[src/design/icstd_pkg.sv]
// ----------------------------------------------------------------------------
// icstd_pkg
// Shared types, event codes and register addresses for the color sensor
// transaction decoder.
// ----------------------------------------------------------------------------
`default_nettype none

package icstd_pkg;

	// Default depth of the captured byte store.
	localparam int BSTORE_DEPTH_DEFAULT = 8;

	// Bus address followed after reset.
	localparam logic [6:0] DEV_ADDR_RESET = 7'h29;

	// Bus event codes.
	localparam logic [3:0] EV_START = 4'd0;
	localparam logic [3:0] EV_AW    = 4'd1;
	localparam logic [3:0] EV_AR    = 4'd2;
	localparam logic [3:0] EV_ACK   = 4'd3;
	localparam logic [3:0] EV_NACK  = 4'd4;
	localparam logic [3:0] EV_DW    = 4'd5;
	localparam logic [3:0] EV_DR    = 4'd6;
	localparam logic [3:0] EV_STOP  = 4'd7;

	// Sensor register addresses and values.
	localparam logic [5:0] REG_ENABLE  = 6'h00;
	localparam logic [5:0] REG_PERS    = 6'h0C;
	localparam logic [5:0] REG_CONFIG  = 6'h0D;
	localparam logic [5:0] REG_CONTROL = 6'h0F;
	localparam logic [5:0] REG_ID      = 6'h12;
	localparam logic [5:0] REG_STATUS  = 6'h13;
	localparam logic [5:0] REG_CDATA   = 6'h14;
	localparam logic [5:0] REG_BDATAH  = 6'h1B;
	localparam logic [6:0] CMD_CLR_INT = 7'h66;
	localparam logic [7:0] ID_KIND_A   = 8'h44;
	localparam logic [7:0] ID_KIND_B   = 8'h4D;

	// Snapshot of the transaction taken when a stop completes it.
	typedef struct packed {
		logic [5:0] reg_num;
		logic [6:0] cmd_bits;
		logic [3:0] count;
		logic [7:0] b0;
		logic [7:0] b1;
	} snap_t;

	// One decoded result.
	typedef struct packed {
		logic [5:0]  register_number;
		logic [3:0]  byte_count;
		logic [15:0] reg_value;
		logic        clear_interrupt;
		logic        known_register;
		logic [5:0]  persist_count;
		logic [3:0]  enable_bits;
		logic        wait_long;
		logic [1:0]  gain_code;
		logic [1:0]  status_bits;
		logic [1:0]  chip_kind;
		logic [2:0]  channel_kind;
	} result_t;

endpackage

`default_nettype wire

[src/design/icstd_tracker.sv]
// ----------------------------------------------------------------------------
// icstd_tracker
// Follows the bus transaction phase by phase, holds the command byte and the
// captured data bytes, and flags the stop that completes a transaction.
// ----------------------------------------------------------------------------
`default_nettype none

module icstd_tracker
	import icstd_pkg::*;
#(
	parameter int BYTE_STORE_DEPTH = BSTORE_DEPTH_DEFAULT
) (
	input  wire logic       clk,
	input  wire logic       arst_n,
	input  wire logic       accept,
	input  wire logic [3:0] opcode,
	input  wire logic [7:0] data_byte,
	input  wire logic [6:0] dev_addr,
	output logic            done,
	output snap_t           snap
);

	localparam int CNT_W = $clog2(BYTE_STORE_DEPTH + 1);
	localparam int IDX_W = $clog2(BYTE_STORE_DEPTH);

	typedef enum logic [3:0] {
		PH_IDLE, PH_START, PH_AW, PH_AW_ACK, PH_CMD, PH_WR_ACK,
		PH_WR, PH_AR, PH_AR_ACK, PH_RD, PH_RD_ACK
	} phase_t;

	phase_t           phase_q;
	phase_t           phase_nxt;
	logic [5:0]       reg_q;
	logic [6:0]       cmd_q;
	logic [CNT_W-1:0] cnt_q;
	logic [7:0]       store_q [BYTE_STORE_DEPTH];
	logic             cmd_load;
	logic             capture;
	logic [7:0]       cnt_ext;

	// Next phase, command load and byte capture for the current event.
	always_comb begin
		phase_nxt = PH_IDLE;
		cmd_load  = 1'b0;
		capture   = 1'b0;
		done      = 1'b0;
		case (phase_q)
			PH_IDLE: begin
				if (opcode == EV_START) phase_nxt = PH_START;
			end
			PH_START: begin
				if (opcode == EV_AW && data_byte == {1'b0, dev_addr}) phase_nxt = PH_AW;
				else if (opcode == EV_AR && data_byte == {1'b0, dev_addr}) phase_nxt = PH_AR;
			end
			PH_AW: begin
				if (opcode == EV_ACK) phase_nxt = PH_AW_ACK;
			end
			PH_AW_ACK: begin
				if (opcode == EV_DW) begin
					cmd_load  = 1'b1;
					phase_nxt = PH_CMD;
				end
			end
			PH_CMD, PH_WR: begin
				if (opcode == EV_ACK) phase_nxt = PH_WR_ACK;
			end
			PH_WR_ACK: begin
				if (opcode == EV_DW) begin
					capture   = 1'b1;
					phase_nxt = PH_WR;
				end else if (opcode == EV_STOP) begin
					done = 1'b1;
				end
			end
			PH_AR: begin
				if (opcode == EV_ACK) phase_nxt = PH_AR_ACK;
			end
			PH_AR_ACK: begin
				if (opcode == EV_DR) begin
					capture   = 1'b1;
					phase_nxt = PH_RD;
				end
			end
			PH_RD: begin
				if (opcode == EV_ACK) phase_nxt = PH_RD_ACK;
				else if (opcode == EV_NACK) phase_nxt = PH_RD;
				else if (opcode == EV_STOP) done = 1'b1;
				else if (opcode == EV_DR) begin
					capture   = 1'b1;
					phase_nxt = PH_RD;
				end
			end
			PH_RD_ACK: begin
				if (opcode == EV_STOP) done = 1'b1;
				else if (opcode == EV_DR) begin
					capture   = 1'b1;
					phase_nxt = PH_RD;
				end
			end
			default: begin
				phase_nxt = PH_IDLE;
			end
		endcase
	end

	// Phase, command and count registers.
	always_ff @(posedge clk or negedge arst_n) begin
		if (!arst_n) begin
			phase_q <= PH_IDLE;
			reg_q   <= '0;
			cmd_q   <= '0;
			cnt_q   <= '0;
		end else if (accept) begin
			phase_q <= phase_nxt;
			if (cmd_load) begin
				reg_q <= data_byte[5:0];
				cmd_q <= data_byte[6:0];
				cnt_q <= '0;
			end else if (done) begin
				cnt_q <= '0;
			end else if (capture && cnt_q < CNT_W'(BYTE_STORE_DEPTH)) begin
				cnt_q <= cnt_q + CNT_W'(1);
			end
		end
	end

	// Byte store; bytes past the last entry are dropped.
	always_ff @(posedge clk) begin
		if (accept && capture && cnt_q < CNT_W'(BYTE_STORE_DEPTH)) begin
			store_q[cnt_q[IDX_W-1:0]] <= data_byte;
		end
	end

	// Snapshot handed to the field decoder.
	assign cnt_ext       = {{(8 - CNT_W){1'b0}}, cnt_q};
	assign snap.reg_num  = reg_q;
	assign snap.cmd_bits = cmd_q;
	assign snap.count    = (cnt_ext > 8'd15) ? 4'd15 : cnt_ext[3:0];
	assign snap.b0       = (cnt_q >= CNT_W'(1)) ? store_q[0] : 8'h00;
	assign snap.b1       = (cnt_q >= CNT_W'(2)) ? store_q[1] : 8'h00;

endmodule

`default_nettype wire

[src/design/icstd_field_decode.sv]
// ----------------------------------------------------------------------------
// icstd_field_decode
// Turns a transaction snapshot into the value and decoded register fields.
// ----------------------------------------------------------------------------
`default_nettype none

module icstd_field_decode
	import icstd_pkg::*;
(
	input  snap_t   snap,
	output result_t res
);

	logic [5:0] r;
	logic [7:0] b0;
	logic       has_data;
	logic [3:0] pnib;
	logic [5:0] pbase;
	logic [5:0] cidx;

	assign r        = snap.reg_num;
	assign b0       = snap.b0;
	assign has_data = (snap.count != 4'd0);
	assign pnib     = b0[3:0];
	assign pbase    = {2'b00, pnib} - 6'd3;
	assign cidx     = r - REG_CDATA;

	// Common fields and the one decoded field that the register selects.
	always_comb begin
		res                 = '0;
		res.register_number = r;
		res.byte_count      = snap.count;
		if (snap.count == 4'd1) res.reg_value = {8'h00, b0};
		else if (snap.count != 4'd0) res.reg_value = {snap.b1, b0};
		res.clear_interrupt = !has_data && (snap.cmd_bits == CMD_CLR_INT);
		res.known_register  = (r <= 6'h01) || (r >= 6'h03 && r <= 6'h07) ||
			(r == REG_PERS) || (r == REG_CONFIG) || (r == REG_CONTROL) ||
			(r >= REG_ID && r <= REG_BDATAH);
		if (has_data) begin
			if (r == REG_PERS) begin
				res.persist_count = (pnib > 4'd3) ? ({pbase[3:0], 2'b00} + pbase) :
					{2'b00, pnib};
			end else if (r == REG_ENABLE) begin
				res.enable_bits = {b0[4], b0[3], b0[1], b0[0]};
			end else if (r == REG_CONFIG) begin
				res.wait_long = b0[1];
			end else if (r == REG_CONTROL) begin
				res.gain_code = b0[1:0];
			end else if (r == REG_STATUS) begin
				res.status_bits = {b0[4], b0[0]};
			end else if (r == REG_ID) begin
				if (b0 == ID_KIND_A) res.chip_kind = 2'd1;
				else if (b0 == ID_KIND_B) res.chip_kind = 2'd2;
			end else if (r >= REG_CDATA && r <= REG_BDATAH) begin
				res.channel_kind = cidx[3:1] + 3'd1;
			end
		end
	end

endmodule

`default_nettype wire

[src/design/i2c_color_sensor_transaction_decoder.sv]
// Output: a result appears in the cycle after the stop transfer that completes it.
// Throughput: one event per cycle; the event path only stalls while a finished
// result is held in the output register and the output side stalls.
// Reset: asynchronous, active low; the phase returns to idle, counters and
// command bits clear, and the followed address returns to 0x29.
// ----------------------------------------------------------------------------
// i2c_color_sensor_transaction_decoder
// Follows bus transactions to a color light sensor and reports each completed
// register access with its decoded fields.
// ----------------------------------------------------------------------------
`default_nettype none

module i2c_color_sensor_transaction_decoder
	import icstd_pkg::*;
#(
	parameter int BYTE_STORE_DEPTH = BSTORE_DEPTH_DEFAULT
) (
	input  wire logic        clk,
	input  wire logic        arst_n,
	input  wire logic        cfg_write,
	input  wire logic [6:0]  cfg_data,
	input  wire logic        in_valid,
	output logic             in_stall,
	input  wire logic [3:0]  opcode,
	input  wire logic [7:0]  data_byte,
	output logic             out_valid,
	input  wire logic        out_stall,
	output logic [5:0]       register_number,
	output logic [3:0]       byte_count,
	output logic [15:0]      reg_value,
	output logic             clear_interrupt,
	output logic             known_register,
	output logic [5:0]       persist_count,
	output logic [3:0]       enable_bits,
	output logic             wait_long,
	output logic [1:0]       gain_code,
	output logic [1:0]       status_bits,
	output logic [1:0]       chip_kind,
	output logic [2:0]       channel_kind
);

	logic [6:0] addr_q;
	logic       accept;
	logic       done;
	snap_t      snap;
	result_t    res;
	result_t    res_q;
	logic       out_valid_q;

	// Followed bus address.
	always_ff @(posedge clk or negedge arst_n) begin
		if (!arst_n) begin
			addr_q <= DEV_ADDR_RESET;
		end else if (cfg_write) begin
			addr_q <= cfg_data;
		end
	end

	// Events are taken unless a held result is blocked downstream.
	assign in_stall   = out_valid_q && out_stall;
	assign accept     = in_valid && !in_stall;

	icstd_tracker #(
		.BYTE_STORE_DEPTH(BYTE_STORE_DEPTH)
	) u_tracker (
		.clk      (clk),
		.arst_n   (arst_n),
		.accept   (accept),
		.opcode   (opcode),
		.data_byte(data_byte),
		.dev_addr (addr_q),
		.done     (done),
		.snap     (snap)
	);

	icstd_field_decode u_decode (
		.snap(snap),
		.res (res)
	);

	// Output valid flag.
	always_ff @(posedge clk or negedge arst_n) begin
		if (!arst_n) begin
			out_valid_q <= 1'b0;
		end else if (accept && done) begin
			out_valid_q <= 1'b1;
		end else if (!out_stall) begin
			out_valid_q <= 1'b0;
		end
	end

	// Result payload register.
	always_ff @(posedge clk) begin
		if (accept && done) begin
			res_q <= res;
		end
	end

	assign out_valid       = out_valid_q;
	assign register_number = res_q.register_number;
	assign byte_count      = res_q.byte_count;
	assign reg_value       = res_q.reg_value;
	assign clear_interrupt = res_q.clear_interrupt;
	assign known_register  = res_q.known_register;
	assign persist_count   = res_q.persist_count;
	assign enable_bits     = res_q.enable_bits;
	assign wait_long       = res_q.wait_long;
	assign gain_code       = res_q.gain_code;
	assign status_bits     = res_q.status_bits;
	assign chip_kind       = res_q.chip_kind;
	assign channel_kind    = res_q.channel_kind;

endmodule

`default_nettype wire
[config.mk]
export PLATFORM = sky130hd
export DESIGN_NAME = i2c_color_sensor_transaction_decoder
export DESIGN_NICKNAME = d
export VERILOG_FILES = /design/src/design/icstd_pkg.sv /design/src/design/icstd_tracker.sv /design/src/design/icstd_field_decode.sv /design/src/design/i2c_color_sensor_transaction_decoder.sv
export SDC_FILE = /design/constraint.sdc
export NUM_CORES = 1
export LEC_CHECK = 0
export ABC_AREA = 1
export BUFFER_PORTS_ARGS = -buffer_cell sky130_fd_sc_hd__buf_4
export CORE_MARGIN = 10
export CORE_UTILIZATION = 35
export CTS_CLUSTER_SIZE = 28
export DETAILED_ROUTE_END_ITERATION = 16
export GPL_TIMING_DRIVEN = 0
export PLACE_DENSITY = 0.62
export SLEW_MARGIN = 10
export SYNTH_ARGS = -nofsm -noshare
export SYNTH_HDL_FRONTEND = slang
export SYNTH_SLANG_ARGS = --single-unit
[constraint.sdc]
create_clock -name clk -period 4.5 [get_ports clk]
set_input_delay 0.675 -clock clk [delete_from_list [all_inputs] [get_ports clk]]
set_output_delay 0.675 -clock clk [all_outputs]
set_load 0.03 [all_outputs]
# Word-level counts from Yosys, hierarchy flattened
# Memory sizes are Yosys's and may differ from the RTL's. A register that Yosys moved wholly into a read port is not among the register bits.
# Cells that the tools add are included.
[op_classes]
addsub = 5
n_lt_le_gt_ge = 11
eq_ne = 28
mux = 39
bitwise = 8
n_reduce_logical = 37
[op_table]
columns = ["op", "n"]
rows = [
  ["$mux 4", 11],
  ["$pmux 4 s10", 1],
  ["$eq 4x3->1 const B", 8],
  ["$mux 8", 3],
  ["$eq 6x4->1 const B", 3],
  ["$eq 4x2->1 const B", 4],
  ["$eq 8x7->1 const B", 2],
  ["$mux 1", 16],
  ["$reduce_or 8->1", 2],
  ["$eq 4x1->1 const B", 3],
  ["$eq 4x4->1 const B", 3],
  ["$eq 6x5->1 const B", 2],
  ["$ge 6x5->1 const B", 2],
  ["$logic_and 1x1->1", 12],
  ["$mux 3", 4],
  ["$eq 8x7->1", 1],
  ["$logic_not 4->1", 2],
  ["$not 1->1", 8],
  ["$eq 7x7->1 const B", 1],
  ["$reduce_or 7->1", 1],
  ["$add 6x6->6", 1],
  ["$ge 6x2->1 const B", 1],
  ["$le 6x1->1 const B", 1],
  ["$le 6x3->1 const B", 1],
  ["26 further kinds", 35],
]
[totals]
reg_bits = 69
mem_bits_rw = 64
in_bits = 24
output_inout_bits = 50
wordCells = 149
mem_count = 1
[memory_table]
columns = ["memory", "words", "width", "rd", "rd_ports_with_merged_regs", "wr", "line", "source"]
rows = [
  ["u_tracker.store_q", 8, 8, 2, 1, 1, "icstd_tracker.sv:36", "logic [7:0] store_q [BYTE_STORE_DEPTH];"],
]

# Logic depth before layout (Yosys ltp)
[logic_depth]
ltp_word = 10
depth_mapped = 17
mapped_depth_nobuf = 17

# Hierarchy
# From an unflattened synthesis, not the netlist that was laid out.
[hier_totals]
hier_cells = 490
area_unflattened_um2 = 4505.6
[modules_own_cells]
columns = ["module", "n_inst", "cells_per_inst", "area_per_inst_um2"]
rows = [
  ["i2c_color_sensor_transaction_decoder", 1, 86, 1786.7],
  ["icstd_tracker", 1, 235, 1781.7],
  ["icstd_field_decode", 1, 169, 937.1],
]

# Worst setup path after synthesis
# No wires, ideal clock.
[synth_path]
path_type = "input -> register"
start = "input port out_stall"
end = "register res_q, in the netlist byte_count[0] (enable)"
t_arrival_ns = 3.255
t_required_ns = 4.046
setup_slack_ns = 0.791
cell_stages = 5
n_path_buf = 0
cell_sequence = "nand2_1 -> inv_1 -> nor2_4 -> inv_1 -> nor2_1"
[synth_between]
elab_chain_len = 4
[synth_rtl]
columns = ["element", "line", "source"]
rows = [
  ["from (decl)", "i2c_color_sensor_transaction_decoder.sv:27", "input wire logic out_stall,"],
  ["$logic_and 1x1->1", "i2c_color_sensor_transaction_decoder.sv:60", "assign in_stall = out_valid_q && out_stall;"],
  ["via in_stall", "i2c_color_sensor_transaction_decoder.sv:23", "output logic in_stall,"],
  ["$logic_not 1->1", "i2c_color_sensor_transaction_decoder.sv:61", "assign accept = in_valid && !in_stall;"],
  ["$logic_and 1x1->1", "i2c_color_sensor_transaction_decoder.sv:61", ""],
  ["$logic_and 1x1->1", "i2c_color_sensor_transaction_decoder.sv:94", "if (accept && done) begin"],
  ["to (signal assigned)", "i2c_color_sensor_transaction_decoder.sv:95", "res_q <= res;"],
  ["to (decl)", "i2c_color_sensor_transaction_decoder.sv:47", "result_t res_q;"],
]
# The timed path passes the listed nets, and every way through them passes these cells.
# A chain may end at the register's enable or synchronous reset.

==> flow_summary.ini <==
[sta]
fin_skew_ps = 9.90
slew_headroom_pct = 32.7
setup_viol = 0
final.period_utilization_pct = 66.7
rsz0062_at_grt = false
max_freq_mhz = 333
slew_violations = 0
period_needed_ps = 3000
finalHoldViolations = 0
worstMarginPinSlew_ps = 1000

[placement]
port_buffers = 73
routabilityCongestion = 0.869
dp_hpwl_um = 7460
placed_area_mm2 = 0.00500

[power_and_ir_drop]
vdd_drop_max_mv = 0.175
pwr-share-comb_pct = 3.7
cellLeakagePower_uw = 0.00233
clockPowerShare_pct = 48.0
p_switching_uw = 361
seqPwrFrac_pct = 48.3
p_sw_share_pct = 20.1
pwr_density_cell_mw_per_mm2 = 337
internal_power_uw = 1440

[die]
start_util_pct = 36.2
floorplan.die.width_um = 129
die_area_mm2 = 0.0167
core_region_area_mm2 = 0.0116
num_io_pins = 74
rows = 39
dieHeight_um = 129

[routing]
wl_um = 9450
routed-via-count = 3003
drc = 0
avgRoutedWirePerCell_um = 14.7
ant_nets = 0
drtIter0Drc = 230
vias_per_cell = 4.68
drt-pass1-iter-count = 4

[yosys]
seq_area_frac_synth_pct = 59.7
netlist-cell-type-count = 39
yosys-top-cells-area = edfxtp_1, dfrtp_1, nand2_1
synth-edff-count = 64
synth-seq-cells = 87
synth_top_area_share_pct = 45.9
avgSynthCellArea_um2 = 10.3
ys_warn_count = 0
synthCells = 407
synth-main-ff-cell = edfxtp_1
synthTopCellsByCount = nand2_1, inv_1, edfxtp_1
yosysTopAreaCell = edfxtp_1
syn_nets = 448
synth.cell_area_mm2 = 0.00419
async_reset_ff_share_pct = 26.4
synth_most_common_cell = nand2_1

[cts]
cts_sinks = 87
ctsResizeCount = 0
cts_buffer_depth = 2
cts_buffers = 9
clk_latency_ps = 350
cts_root_buffer = clkbuf_16
cts-htree-levels = 3
postCtsSetupBuffers = 0
clk_pin_slew_ps = 70
tritoncts = yes
ctsHoldBuffers = 0

[global_route]
grt_overflow = 0
antenna_found_initial = 0
grt_max_degree = 24
grt_pass1_vias = 3067
grt_pass1_wl_um = 15400
grt_usage_pct = 11.7

[layout]
fin_util_pct = 46.3
antenna_cells = 0
layout.nets = 535
area_growth_pct = 27.7
layout-drive-gt1-share_pct = 25.3
fin_area_mm2 = 0.00535

[setup_path]
path_buf_inv = 4
worst_path_largest_cell_delay_ps = 510
cp_top_family = adder cells
crit_chain = inv_1 -> ha_1 -> inv_1 -> nand3_4 -> nand2_1 -> inv_1 -> ha_1 -> xor2_1 -> ha_1 -> nand2_1 -> nand2_1 -> a31oi_1 -> inv_1 -> nand3_1 -> a21oi_1
path_common_cell = inv_1
crit_fanout = 10
critPathCaptureType = flop
setup.worst_path.class = reg -> reg
critical_path_arrival_ps = 3100
required_ps = 4590
worst_setup_path_start_kind = flop
slowest_stage = dfrtp_1

[hold_path]
hp-class = in -> async

[status]
status = finished, final reports clean

[flow_run]
max-cap-violations = 0
==> worst register-to-register path: stages (launching register included) <==
cell and delay [ps]:
dfrtp_1 510, inv_1 130, ha_1 210, inv_1 90, nand3_4 150, nand2_1 250, inv_1 100, ha_1 250
xor2_1 190, ha_1 350, nand2_1 90, nand2_1 50, a31oi_1 190, inv_1 60, nand3_1 90, a21oi_1 60
==> final timing paths <==
path                                                start                              to  slack (ps)  cells after the start
max                        u_tracker.cnt_q[1]$_DFFE_PN0P_  persist_count[5]$_SDFFCE_PN0P_        1500                     15
min                                                arst_n           out_valid$_DFFE_PN0P_         220                      1
max reg2reg                u_tracker.cnt_q[1]$_DFFE_PN0P_  persist_count[5]$_SDFFCE_PN0P_        1500                     15
min reg2reg                u_tracker.cmd_q[0]$_DFFE_PN0P_    register_number[0]$_DFFE_PP_         450                      0
max in group asynchronous                          arst_n           addr_q[0]$_DFFE_PN1P_        3990                      1
min in group clk           u_tracker.cmd_q[0]$_DFFE_PN0P_    register_number[0]$_DFFE_PP_         450                      0
==> registers in the layout (all words and copies together) (netlist names) <==
signal,flops
addr_q,7
channel_kind,3
status_bits,2
enable_bits,4
u_tracker.store_q,16
reg_value,16
wait_long,1
byte_count,4
persist_count,6
gain_code,2
chip_kind,2
out_valid,1
u_tracker.cnt_q,4
clear_interrupt,1
u_tracker.phase_q,4
u_tracker.cmd_q,7
register_number,6
known_register,1
==> power by group through the flow <==
stage	logic [µW]	clock network [µW]	registers, µW
5_1_grt	74.9	915	871
3_3_place_gp	64.9	0	887
6_report	66.2	866	871
3_5_place_dp	67.0	0	888
4_1_cts	67.2	884	871
2_1_floorplan	32.2	0	886
==> per-layer routing <==
| metal | vias to the layer above | global-route usage [%] | wire length (µm) |
|---|---|---|---|
| met5 | - | 0 | 0 |
| met4 | 0 | 5.22 | 186 |
| met3 | 16 | 3.75 | 579 |
| met2 | 79 | 19.3 | 4460 |
| met1 | 1376 | 13.7 | 4230 |
| li1 | 1532 | - | - |
==> area by class of cell <==
cell class                      count  area (µm²)
Clock inverter                      7         125
Tap cell                          143         179
Clock buffer                        9         225
Sequential cell                    87        2500
Multi-Input combinational cell    247        1410
Fill cell                        1064        6210
Timing Repair Buffer               76         611
Buffer                              6        47.5
Inverter                           67         251
==> kinds of logic after synthesis <==
| group | synth area share (%) |
|---|---|
| AND/OR/NAND/NOR | 20.7 |
| flip-flops | 59.7 |
| buffers and inverters | 7.14 |
| AO/OA/AOI/OAI | 4.84 |
| adder cells (fa/ha/maj) | 5.26 |
| XOR/XNOR | 1.46 |
| multiplexers | 0.896 |
==> cell usage in the layout, fill, tap and decap left out, types with 2 or more instances in the layout <==
cell and count:
a21oi_1 4, a31oi_1 4, buf_16 2, buf_2 2, buf_4 74, buf_6 3, bufinv_16 3, clkbuf_16 9
dfrtp_1 20, dfstp_2 3, edfxtp_1 64, ha_1 16, inv_1 65, inv_2 2, inv_6 3, mux2_2 2
nand2_1 76, nand2_2 5, nand3_1 23, nand3_2 3, nand4_1 10, nor2_1 42, nor2_4 5, nor3_1 11
nor4_1 2, nor4_2 2, o21ai_0 13, o21ai_1 6, o21ai_2 3, xnor2_1 2, xor2_1 5
==> through the flow <==
stage	setup TNS (ps)	power [µW]	instances	hold WS (ps)	setup slack, ps
after floorplan	0	918	407	379	791
after global placement	-11110	952	623	442	-234
after detailed placement	0	954	626	444	1480
after CTS	0	1820	642	226	1450
after global routing	0	1860	642	234	1160
final	0	1800	642	219	1500
Note: power is estimated with default switching activity, not from simulation.
